[src/design/lru_pkg.sv]
// Package for the LRU cache with expiry: command codes, register indexes and widths.
// No dependencies.
package lru_pkg;
    localparam int TIME_BITS = 48;
    localparam int CMD_BITS = 3;
    localparam int CFG_IDX_BITS = 2;
    localparam int CFG_DATA_BITS = 32;
    localparam int STAT_BITS = 32;

    localparam logic [CMD_BITS-1:0] CMD_PUT = 3'd0;
    localparam logic [CMD_BITS-1:0] CMD_GET = 3'd1;
    localparam logic [CMD_BITS-1:0] CMD_REMOVE = 3'd2;
    localparam logic [CMD_BITS-1:0] CMD_CLEAR = 3'd3;
    localparam logic [CMD_BITS-1:0] CMD_TICK = 3'd4;
    localparam logic [CMD_BITS-1:0] CMD_STATCLR = 3'd5;

    localparam logic [CFG_IDX_BITS-1:0] REG_CAPACITY = 2'd0;
    localparam logic [CFG_IDX_BITS-1:0] REG_TTL_EN = 2'd1;
    localparam logic [CFG_IDX_BITS-1:0] REG_DEF_TTL = 2'd2;
    localparam logic [CFG_IDX_BITS-1:0] REG_STATS_EN = 2'd3;

    localparam logic [TIME_BITS-1:0] TIME_MAX = {TIME_BITS{1'b1}};

    typedef logic [STAT_BITS-1:0] t_stat;
endpackage

[src/design/lru_cache_with_ttl.sv]
// Top level of the fully associative LRU key/value cache with per-entry expiry.
// Depends on lru_pkg.
//
// Usage: commands arrive on the input channel (i_valid/o_ready) with a command
// code, key, value and ttl. Each item gives exactly one result on the output
// channel (o_valid/i_ready): a success flag, the read value, the entry count
// and the six statistics counters after the command.
// All slots are compared in parallel and ranks update in parallel in the
// cycle an item is accepted; the result is registered, and an item can be taken
// every cycle while the receiver takes each result (one per cycle sustained).
// The rate is set by the single-pass key compare and rank update.
// The output register is the only buffer: while a result waits, a new item is
// accepted only if the result is taken in the same cycle; a stalled receiver
// therefore holds the block.
// Reset empties the cache, zeroes time and counters and restores the
// register defaults (capacity 16, expiry and statistics off).
// Configuration writes (i_cfg_we, i_cfg_index, i_cfg_data) take effect at once;
// the user must make them only while the block is idle (not enforced by the block).
module lru_cache_with_ttl
    import lru_pkg::*;
#(
    parameter int CAPACITY = 16,
    parameter int KEY_BITS = 32,
    parameter int DATA_BITS = 32
) (
    input  logic                     i_clk,
    input  logic                     i_rst_n,
    input  logic                     i_cfg_we,
    input  logic [CFG_IDX_BITS-1:0]  i_cfg_index,
    input  logic [CFG_DATA_BITS-1:0] i_cfg_data,
    input  logic                     i_valid,
    output logic                     o_ready,
    input  logic [CMD_BITS-1:0]      i_command,
    input  logic [31:0]              i_lookup_key,
    input  logic [31:0]              i_new_value,
    input  logic [31:0]              i_ttl_ms,
    output logic                     o_valid,
    input  logic                     i_ready,
    output logic                     o_success,
    output logic [31:0]              o_read_value,
    output logic [4:0]               o_entry_count,
    output logic [31:0]              o_gets_total,
    output logic [31:0]              o_hits_total,
    output logic [31:0]              o_misses_total,
    output logic [31:0]              o_puts_total,
    output logic [31:0]              o_evictions_total,
    output logic [31:0]              o_expirations_total
);
    localparam int RB = (CAPACITY > 1) ? $clog2(CAPACITY) : 1;
    localparam int CB = $clog2(CAPACITY + 1);
    localparam int SB = (CAPACITY > 1) ? $clog2(CAPACITY) : 1;

    logic [CAPACITY-1:0]  r_valid, n_valid;
    logic [KEY_BITS-1:0]  r_key   [CAPACITY];
    logic [DATA_BITS-1:0] r_data  [CAPACITY];
    logic [TIME_BITS-1:0] r_exp   [CAPACITY];
    logic [RB-1:0]        r_rank  [CAPACITY];
    logic [RB-1:0]        n_rank  [CAPACITY];
    logic [CB-1:0]        r_count, n_count;
    logic [TIME_BITS-1:0] r_now;
    t_stat                r_st [6];
    t_stat                n_st [6];

    logic [4:0]  r_cap_cfg;
    logic        r_ttl_en, r_stats_en;
    logic [31:0] r_def_ttl;

    logic        r_out_valid, r_ok;
    logic [31:0] r_rd;

    logic                 acc;
    logic [KEY_BITS-1:0]  key;
    logic [DATA_BITS-1:0] dat;
    logic [CAPACITY-1:0]  hit_vec, free_vec, lru_vec;
    logic                 hit, free_any, lru_any;
    logic [SB-1:0]        hit_idx, free_idx, lru_idx;
    logic [CB-1:0]        cap;
    logic [31:0]          ttl_eff;
    logic [TIME_BITS:0]   exp_sum;
    logic [TIME_BITS-1:0] exp_new;
    logic                 expired;
    logic                 wr_slot;
    logic [SB-1:0]        wr_idx;
    logic                 ok;
    logic [31:0]          rd;
    logic                 evict;

    assign acc = i_valid && o_ready;
    assign o_ready = !r_out_valid || i_ready;
    assign key = KEY_BITS'(i_lookup_key);
    assign dat = DATA_BITS'(i_new_value);

    always_comb begin
        hit_idx = '0;
        free_idx = '0;
        lru_idx = '0;
        hit = 1'b0;
        free_any = 1'b0;
        lru_any = 1'b0;
        for (int i = CAPACITY - 1; i >= 0; i--) begin
            hit_vec[i] = r_valid[i] && (r_key[i] == key);
            free_vec[i] = !r_valid[i];
            lru_vec[i] = r_valid[i] && (CB'(r_rank[i]) == r_count - CB'(1));
            if (hit_vec[i]) begin
                hit = 1'b1;
                hit_idx = SB'(i);
            end
            if (free_vec[i]) begin
                free_any = 1'b1;
                free_idx = SB'(i);
            end
            if (lru_vec[i]) begin
                lru_any = 1'b1;
                lru_idx = SB'(i);
            end
        end
    end

    always_comb begin
        if (r_cap_cfg == 5'd0) begin
            cap = CB'(1);
        end else if (32'(r_cap_cfg) > 32'(CAPACITY)) begin
            cap = CB'(CAPACITY);
        end else begin
            cap = CB'(r_cap_cfg);
        end
        ttl_eff = (i_ttl_ms != 32'd0) ? i_ttl_ms : r_def_ttl;
        exp_sum = {1'b0, r_now} + (TIME_BITS + 1)'(ttl_eff);
        if (!r_ttl_en || ttl_eff == 32'd0 || exp_sum[TIME_BITS]) begin
            exp_new = TIME_MAX;
        end else begin
            exp_new = exp_sum[TIME_BITS-1:0];
        end
        expired = r_ttl_en && (r_now > r_exp[hit_idx]);
    end

    always_comb begin
        logic [RB-1:0] rr;
        logic          drop;
        logic          freed;
        logic [SB-1:0] fi;
        n_valid = r_valid;
        n_rank = r_rank;
        n_count = r_count;
        n_st = r_st;
        ok = 1'b0;
        rd = '0;
        wr_slot = 1'b0;
        wr_idx = '0;
        evict = 1'b0;
        rr = r_rank[hit_idx];
        drop = 1'b0;
        freed = free_any;
        fi = free_idx;
        case (i_command)
            CMD_PUT: begin
                ok = 1'b1;
                if (r_stats_en) n_st[3] = r_st[3] + 1'b1;
                if (hit) begin
                    for (int i = 0; i < CAPACITY; i++)
                        if (r_valid[i] && r_rank[i] < rr) n_rank[i] = r_rank[i] + 1'b1;
                    n_rank[hit_idx] = '0;
                    wr_slot = 1'b1;
                    wr_idx = hit_idx;
                end else begin
                    if (r_count >= cap && r_count != '0 && lru_any) begin
                        evict = 1'b1;
                        if (r_stats_en) n_st[4] = r_st[4] + 1'b1;
                        // The evicted slot is freed; the LRU entry leaves and all
                        // others age by one, so the net effect is a plain shift.
                        if (!free_any) begin
                            freed = 1'b1;
                            fi = lru_idx;
                        end
                    end
                    if (freed) begin
                        for (int i = 0; i < CAPACITY; i++)
                            if (r_valid[i]) n_rank[i] = r_rank[i] + 1'b1;
                        if (evict) n_valid[lru_idx] = 1'b0;
                        if (evict) n_rank[lru_idx] = '0;
                        n_valid[fi] = 1'b1;
                        n_rank[fi] = '0;
                        n_count = evict ? r_count : r_count + 1'b1;
                        wr_slot = 1'b1;
                        wr_idx = fi;
                    end else if (evict) begin
                        n_valid[lru_idx] = 1'b0;
                        n_rank[lru_idx] = '0;
                        n_count = r_count - 1'b1;
                    end
                end
            end
            CMD_GET: begin
                if (r_stats_en) n_st[0] = r_st[0] + 1'b1;
                if (!hit) begin
                    if (r_stats_en) n_st[2] = r_st[2] + 1'b1;
                end else if (expired) begin
                    drop = 1'b1;
                    if (r_stats_en) n_st[2] = r_st[2] + 1'b1;
                    if (r_stats_en) n_st[5] = r_st[5] + 1'b1;
                end else begin
                    for (int i = 0; i < CAPACITY; i++)
                        if (r_valid[i] && r_rank[i] < rr) n_rank[i] = r_rank[i] + 1'b1;
                    n_rank[hit_idx] = '0;
                    if (r_stats_en) n_st[1] = r_st[1] + 1'b1;
                    rd = 32'(r_data[hit_idx]);
                    ok = 1'b1;
                end
            end
            CMD_REMOVE: begin
                drop = hit;
                ok = hit;
            end
            CMD_CLEAR: begin
                n_valid = '0;
                for (int i = 0; i < CAPACITY; i++) n_rank[i] = '0;
                n_count = '0;
                ok = 1'b1;
            end
            CMD_TICK: ok = 1'b1;
            CMD_STATCLR: begin
                for (int i = 0; i < 6; i++) n_st[i] = '0;
                ok = 1'b1;
            end
            default: ok = 1'b0;
        endcase
        if (drop) begin
            for (int i = 0; i < CAPACITY; i++)
                if (r_valid[i] && r_rank[i] > rr) n_rank[i] = r_rank[i] - 1'b1;
            n_valid[hit_idx] = 1'b0;
            n_rank[hit_idx] = '0;
            n_count = r_count - 1'b1;
        end
    end

    always_ff @(posedge i_clk) begin
        if (!i_rst_n) begin
            r_valid <= '0;
            for (int i = 0; i < CAPACITY; i++) r_rank[i] <= '0;
            r_count <= '0;
            r_now <= '0;
            for (int i = 0; i < 6; i++) r_st[i] <= '0;
            r_cap_cfg <= 5'd16;
            r_ttl_en <= 1'b0;
            r_def_ttl <= '0;
            r_stats_en <= 1'b0;
            r_out_valid <= 1'b0;
        end else begin
            if (i_cfg_we) begin
                case (i_cfg_index)
                    REG_CAPACITY: r_cap_cfg <= i_cfg_data[4:0];
                    REG_TTL_EN:   r_ttl_en <= i_cfg_data[0];
                    REG_DEF_TTL:  r_def_ttl <= i_cfg_data;
                    REG_STATS_EN: r_stats_en <= i_cfg_data[0];
                    default:      r_stats_en <= r_stats_en;
                endcase
            end
            if (acc) begin
                r_valid <= n_valid;
                r_rank <= n_rank;
                r_count <= n_count;
                r_st <= n_st;
                if (i_command == CMD_TICK && r_now != TIME_MAX) r_now <= r_now + 1'b1;
                r_out_valid <= 1'b1;
            end else if (i_ready) begin
                r_out_valid <= 1'b0;
            end
        end
    end

    always_ff @(posedge i_clk) begin
        if (acc) begin
            r_ok <= ok;
            r_rd <= rd;
            if (wr_slot) begin
                if (!hit) r_key[wr_idx] <= key;
                r_data[wr_idx] <= dat;
                r_exp[wr_idx] <= exp_new;
            end
        end
    end

    assign o_valid = r_out_valid;
    assign o_success = r_ok;
    assign o_read_value = r_rd;
    assign o_entry_count = 5'(r_count);
    assign o_gets_total = r_st[0];
    assign o_hits_total = r_st[1];
    assign o_misses_total = r_st[2];
    assign o_puts_total = r_st[3];
    assign o_evictions_total = r_st[4];
    assign o_expirations_total = r_st[5];
endmodule

[config.mk]
export PLATFORM = sky130hd
export DESIGN_NAME = lru_cache_with_ttl
export DESIGN_NICKNAME = d
export VERILOG_FILES = /design/src/design/lru_pkg.sv /design/src/design/lru_cache_with_ttl.sv
export SDC_FILE = /design/constraint.sdc
export NUM_CORES = 2
export LEC_CHECK = 0
export CAP_MARGIN = 20
export CORE_AREA = 2 2 422 424
export CTS_CLUSTER_DIAMETER = 100
export CTS_CLUSTER_SIZE = 16
export DETAILED_ROUTE_END_ITERATION = 12
export DIE_AREA = 0 0 424 426
export DONT_BUFFER_PORTS = 1
export PLACE_DENSITY = 0.81
export SLEW_MARGIN = 20
export SYNTH_ARGS = -nofsm -noshare
export SYNTH_HDL_FRONTEND = slang
export SYNTH_SLANG_ARGS = --single-unit
[constraint.sdc]
create_clock -name i_clk -period 16.5 [get_ports i_clk]
set_input_delay 0.825 -clock i_clk [delete_from_list [all_inputs] [get_ports i_clk]]
set_output_delay 0.825 -clock i_clk [all_outputs]
set_load 0.02 [all_outputs]
[Yosys cells after proc, flatten, opt, wreduce, memory -nomap -nowiden]
Memory sizes are Yosys's and may differ from the RTL's. A register that Yosys moved wholly into a read port is not among the register bits.
Cells that the tools add are included.
Storage, ports and cells
  register bits: 366
  bits in latches: 0
  bits in writable memories: 1792
  memory bits (read-only): 0
  output and inout port bits: 232
  memories kept: 3
Cells by class
  add/subtract/negate cells: 42
  multipliers: 0
  divide/modulo/power cells: 0
  order comparisons: 47
  equality and inequality tests: 52
  shifts and indexed selects: 0
  mux-type cells: 380
  bitwise logic cells: 19
  reduce and logical (&&, ||, !) cells: 104
Memory list
  r_exp: depth 16, bits a word 48, read ports 1, clocked after Yosys merged registers in 0, write ports 1, line lru_cache_with_ttl.sv:56  | logic [TIME_BITS-1:0] r_exp [CAPACITY];
  r_data: depth 16, bits a word 32, read ports 1, clocked after Yosys merged registers in 1, write ports 1, line lru_cache_with_ttl.sv:55  | logic [DATA_BITS-1:0] r_data [CAPACITY];
  r_key: depth 16, bits a word 32, read ports 16, clocked after Yosys merged registers in 0, write ports 1, line lru_cache_with_ttl.sv:54  | logic [KEY_BITS-1:0] r_key [CAPACITY];
Operators with widths (count)
  4-bit two-way mux: 252
  64-bit two-way mux: 10
  32-bit equality test: 16
  32-bit two-way mux: 15
  64-bit bitwise AND: 6
  32-bit by 1-bit adder with 32-bit output, second input constant: 6
  64-bit inverter: 3
  64-bit case mux with 3 select lines: 1
  96-bit case mux with 2 select lines: 1
  64-bit case mux with 2 select lines: 1
  16-bit two-way mux: 7
  4-bit by 5-bit equality test with 1-bit output: 16
  1-bit logical AND: 75
  1-bit two-way mux: 73
  4-bit by 1-bit adder with 4-bit output, second input constant: 16
  4-bit greater-than comparator: 16
  4-bit less-than comparator: 16
  32-bit case mux with 2 select lines: 1
  4-bit by 1-bit subtractor with 4-bit output, second input constant: 16
  48-bit by 32-bit adder with 49-bit output: 1
  48-bit by 1-bit adder with 48-bit output, second input constant: 1
  4-bit demux with 4-bit select: 3
  48-bit greater-than comparator: 1
  48-bit two-way mux: 1
  other kinds (44): 90

[Logic depth before layout (Yosys ltp)]
  depth in word-level cells: 39
  gate-level depth with buffers: 32
  mapped depth without buffers: 25

[Worst setup path after synthesis]
No wires, ideal clock.
  path kind: register -> register
  start point: register r_count[0] (netlist: o_entry_count[0])
  end point: memory r_data[1][0] (enable)
  data arrival time: 7.621 ns
  setup slack: 8.360 ns
  cell stages (with the launch flop): 18
  path buffers: 4
  clock period less this slack: 8.140 ns
  cells stage by stage: dfxtp_1 > buf_4 > buf_1 > inv_1 > ha_1 > clkbuf_1 > xor2_1 > and3_1 > and4_1 > or4_1 > or4_1 > buf_2 > and3_4 > nand2_1 > a21oi_1 > o21ai_0 > nand2_1 > nor2_1
Between the ends
  word-level cells in the longest chain between the ends: 29
  elaborated cells on any way between the ends: 85
  those cells by class: add/sub (1); order compare (1); eq/ne (16); mux (48); reduce/logical (19)
Ends and longest elaborated chain
  start, declared: line lru_cache_with_ttl.sv:59  | logic [CB-1:0] r_count, n_count;
  start signal, assigned: line lru_cache_with_ttl.sv:261  | r_count <= n_count;
  5-bit by 1-bit subtractor with 5-bit output: line lru_cache_with_ttl.sv:103  | lru_vec[i] = r_valid[i] && (CB'(r_rank[i]) == r_count - CB'(1));
  4-bit by 5-bit equality test with 1-bit output: line lru_cache_with_ttl.sv:103
  1-bit logical AND: line lru_cache_with_ttl.sv:103
  1-bit two-way mux (16 in a row): line lru_cache_with_ttl.sv:112  | if (lru_vec[i]) begin
  1-bit logical AND: line lru_cache_with_ttl.sv:166  | if (r_count >= cap && r_count != '0 && lru_any) begin
  1-bit two-way mux: line lru_cache_with_ttl.sv:166
  1-bit two-way mux: line lru_cache_with_ttl.sv:159  | if (hit) begin
  1-bit two-way mux: line lru_cache_with_ttl.sv:155  | case (i_command)
  1-bit two-way mux: line lru_cache_with_ttl.sv:176  | if (freed) begin
  1-bit two-way mux: line lru_cache_with_ttl.sv:159
  1-bit two-way mux: line lru_cache_with_ttl.sv:155
  1-bit two-way mux: line lru_cache_with_ttl.sv:275  | if (wr_slot) begin
  1-bit two-way mux: line lru_cache_with_ttl.sv:272  | if (acc) begin
  1-bit two-way mux (not written as such): line lru_cache_with_ttl.sv:277  | r_data[wr_idx] <= dat;
  end, declared: line lru_cache_with_ttl.sv:55
Several ways; a longest one is shown, not always the timed one. The select of a mux whose other input is x is not followed.

==> metrics list <==
* Outcome: finished, final reports clean
- The first TritonRoute pass finished after 8 iterations.
* Clock Skews: ~0.054 ns
- The final layout contains routed wiring with a total length of 340000 microns.
- The worst path needs 10.75 ns of the cycle, external delays included.
- In the final layout, the share of cells above drive strength 1 is 5.80%.
* Total Neg Setup Slack: 0 ns
- Die outline area: between 150000 and 200000 sq um
- Clock latency reported for the late side of the worst-skew pair: roughly 0.86 ns
- At the end of the flow, the number of nets in the layout was 9293.
* Count of hold buffers inserted by post-cts repair: 0
- Fraction of registers with async set/reset: 0%
- Vias in the first global route: 75048
* Share of the synthesized netlist area taken by xor and xnor gates: 7.36%
- Commonest non-fill, non-tap cell in the layout: edfxtp_1
- After synthesis, the largest family of logic cells by area is simple AND/OR/NAND/NOR gates.
* Filler cell count in the final layout: 13160
- Summing all multi-input logic gate instances after layout gives 40800 sq um.
- After detailed routing, the number of vias per cell comes to 6.90.
- Average wire length per cell after detail routing: 29.9 microns
- Clock tree synthesis found a total of 2190 sinks.
- Clock tree from TritonCTS: built
* Slew Limit Fails: 0
* Peak supply drop: roughly 0.000095 V
* Starting Density: 59.8%
- In the routed design, unresolved DRC markers number 0.
- Routability-driven placement finished with a final weighted congestion of 1.05.
* # rows: 154
- Summing the areas of all and, or, nand and nor instances in the mapped netlist gives around 16% of the synthesized area.
- Leading cell types in the layout, fill and taps excluded: 1825 x edfxtp_1, 1141 x nand2_1, 546 x xor2_1, 515 x nor2_1, 512 x a21oi_1
- Dividing the final minimum period by the clock period gives 65.1%.
* Standard cell core area: between 150000 and 200000 sq um
- Entering global routing, the biggest net connects ~140 pins.
* Overall track demand over capacity in global routing: 36.6%
* Overflow after GRT: 0
- The endpoint identified for the worst register-to-register timing path is r_rank[42]$_SDFFE_PN0P_.
- After clock tree synthesis, the clock-pin slew on the worst setup and hold paths is 0.08 ns.
- Buffers placed on the I/O ports in this run total 0.
- Synthesis instantiated 109 different standard cells from the library.
- In this run the biggest area consumer among cell types represents a little over half of the synthesized area.
* Number of setup buffers added after CTS: 0
- Worst-case clock buffer depth: 3
- Critical Path RT: 17.26 ns
* Min-delay src: i_new_value[9]
- Arrival time worst endpoint: around 12 ns
- For this run, the leading register cell type out of synthesis is edfxtp_1.
- Origin of the worst setup path: r_key[10][20]$_DFFE_PP_
- Setup violations remaining at the end of the flow were counted as 0.
* Max-cap viol count: 0
- For this run, the top clock speed supported by timing is roughly 93 MHz.
- The wire-length estimate of the detail-placed layout is 209000 microns.
* Number of top-level pins: 370
- The root buffer cell chosen for the clock tree is clkbuf_16.
* Drt first-iter violations: around 11000
- Terminating pin of the worst hold path: r_data[6][9]$_DFFE_PP_
* Global-route wire length before repair: 491000 microns
- For this design the ratio of total power to cell area is 90.2 nW/um^2.
- Averaged over all synthesized cells, the footprint is around 11 sq um.
- Standby leakage power: 40.6 nW
- The tightest min-delay check is of the in2reg type.
- CP endpoint kind: flop
- Unrepaired setup endpoints after global routing: false
- Seq cells post-synth: 2190
- H-Tree Level Count: 4
* Area contributors post-synth: edfxtp_1 52%, dfxtp_1 7.0%, xor2_1 4.6%
* Hold violation total from the final report: 0
- Depth of the worst register-to-register path: 25
* Worst reg-to-reg setup slack: around 5.8 ns
- Ys Warns: 0
* Vias post-DR: roughly 79000
- Initial antenna violation count: 14
* Critical path start-end classification: reg2reg
- TritonCTS buffer count: 158
- Headroom to the max-slew limit: 15.9%
* Area growth syn-to-layout: 6.84%
- Routed Antenna Nets: 0
- Post-cts resize count: 0
- Cell count after synthesis: 9166
* Die width: approximately 420 microns
* Number of enable-type register cells in the synthesized netlist: around 1800
* Sequential element share of the synthesized area: 59.1%
- Summing every instance area after synthesis gives around 110000 sq um.
- Hold slack final: 0.0598 ns
- After Yosys synthesis, full adders, half adders and majority gates account for 2.28% of the synthesized area.
- Of all nets on the critical path, the largest fanout is 100.
- Synthesis produced a netlist with a net count of 9495.
* Worst flop-to-flop path startpoint: r_key[10][20]$_DFFE_PP_
* Area fraction in compound gates after synthesis: 9.36%
- The floorplan step set the die height to 426 microns.
- Sequential Area: between 60000 and 70000 sq um
* Least-Margin Pin Slew: 1.26 ns
- Nature of the critical path startpoint: flop
* Multiplexer area fraction after synthesis: 3.75%
- Along the worst hold path, the cell count comes to 0.
- Biggest area consumer among synthesized cells: edfxtp_1
==> how the worst max path moves through the flow <==
stage	end
floorplan	r_data[1][0]$_DFFE_PP_
global placement	r_rank[11]$_SDFFE_PN0P_
CTS	r_rank[11]$_SDFFE_PN0P_
finish	r_rank[42]$_SDFFE_PN0P_
global route	r_rank[42]$_SDFFE_PN0P_
detailed placement	r_rank[11]$_SDFFE_PN0P_
==> sequential cells by signal, indices dropped and copies added, names as in the netlist <==
register             count
r_exp                  768
r_data                 512
r_key                  512
r_rank                  64
r_now                   48
o_evictions_total       32
o_expirations_total     32
o_gets_total            32
o_hits_total            32
o_misses_total          32
o_puts_total            32
o_read_value            32
r_def_ttl               32
r_valid                 16
o_entry_count            5
r_cap_cfg                5
o_success                1
o_valid                  1
r_stats_en               1
r_ttl_en                 1
==> stage by stage <==
step | power [W] | setup slack (ns) | cells | instance area (sq um) | util [%]
global route | 0.0103 | 5.62 | 11387 | 112000 | 63.8
detailed placement | 0.00647 | 5.70 | 11144 | 108000 | 61.2
finish | 0.0101 | 5.75 | 11390 | 112000 | 63.8
CTS | 0.0101 | 6.09 | 11385 | 112000 | 63.8
global placement | 0.00646 | 5.94 | 11144 | 108000 | 61.2
floorplan | 0.00639 | 8.36 | 9166 | 105000 | -
==> critical path, cell delays in order (launching register included) <==
cell and delay, ns:
edfxtp_1 0.38, xor2_1 0.16, nor4_1 0.37, nand4_1 0.18
nor4_1 0.93, and4b_1 0.30, a211oi_2 0.72, o21a_4 0.76
buf_12 0.47, buf_4 0.77, o22ai_1 0.20, a21oi_1 0.15
o221ai_1 0.21, ha_1 0.36, nand4_1 0.18, nor4bb_1 0.63
nand3_1 0.42, o31ai_1 0.67, nor2b_1 0.11, buf_4 0.25
nor3_4 1.01, a21oi_1 0.44, a211oi_1 0.36, o31ai_1 0.11
a21oi_1 0.15, a21boi_1 0.16
==> report_power, final <==
part	switching [W]	internal [W]
Sequential	0.0000331	0.00597
Clock	0.00193	0.00183
Combinational	0.000235	0.000122
Total	0.00220	0.00792
==> cell type report <==
class	count	share of cell area, %
Clock inverter	18	0.281
Sequential cell	2190	55.4
Inverter	111	0.376
Multi-Input combinational cell	6329	36.3
Tap cell	2340	2.61
Timing Repair Buffer	174	1.21
Clock buffer	223	3.83
Antenna cell	5	0.0112
==> cell usage after synthesis (50+ instances only) <==
| master | number |
|---|---|
| edfxtp_1 | 1825 |
| nand2_1 | 1145 |
| nor2_1 | 555 |
| xor2_1 | 546 |
| a21oi_1 | 514 |
| nand3_1 | 485 |
| mux2i_1 | 369 |
| dfxtp_1 | 365 |
| clkbuf_1 | 351 |
| xnor2_1 | 290 |
| o21ai_0 | 273 |
| nand4_1 | 208 |
| ha_1 | 190 |
| nor4_1 | 189 |
| a211oi_1 | 173 |
| nor3_1 | 162 |
| buf_2 | 132 |
| and2_1 | 120 |
| inv_1 | 108 |
| and3_1 | 104 |
| a31oi_1 | 96 |
| nand2b_1 | 86 |
| a21o_1 | 75 |
| or3_1 | 60 |
| o211ai_1 | 50 |
==> kinds of logic after synthesis <==
group | Yosys count
XOR/XNOR | 854
adder cells (fa/ha/maj) | 191
multiplexers | 389
buffers and inverters | 647
AO/OA/AOI/OAI | 1537
AND/OR/NAND/NOR | 3358
flip-flops | 2190
==> routing by layer <==
| layer | track usage (%) | wire length (microns) | vias to the layer above |
|---|---|---|---|
| li1 | - | - | 33478 |
| met1 | 47.7 | 124000 | 38225 |
| met2 | 56.4 | 151000 | 5787 |
| met3 | 9.82 | 45000 | 1123 |
| met4 | 19.5 | 19800 | 12 |
| met5 | 0 | 63 | - |
(Power assumes the default switching activity.)
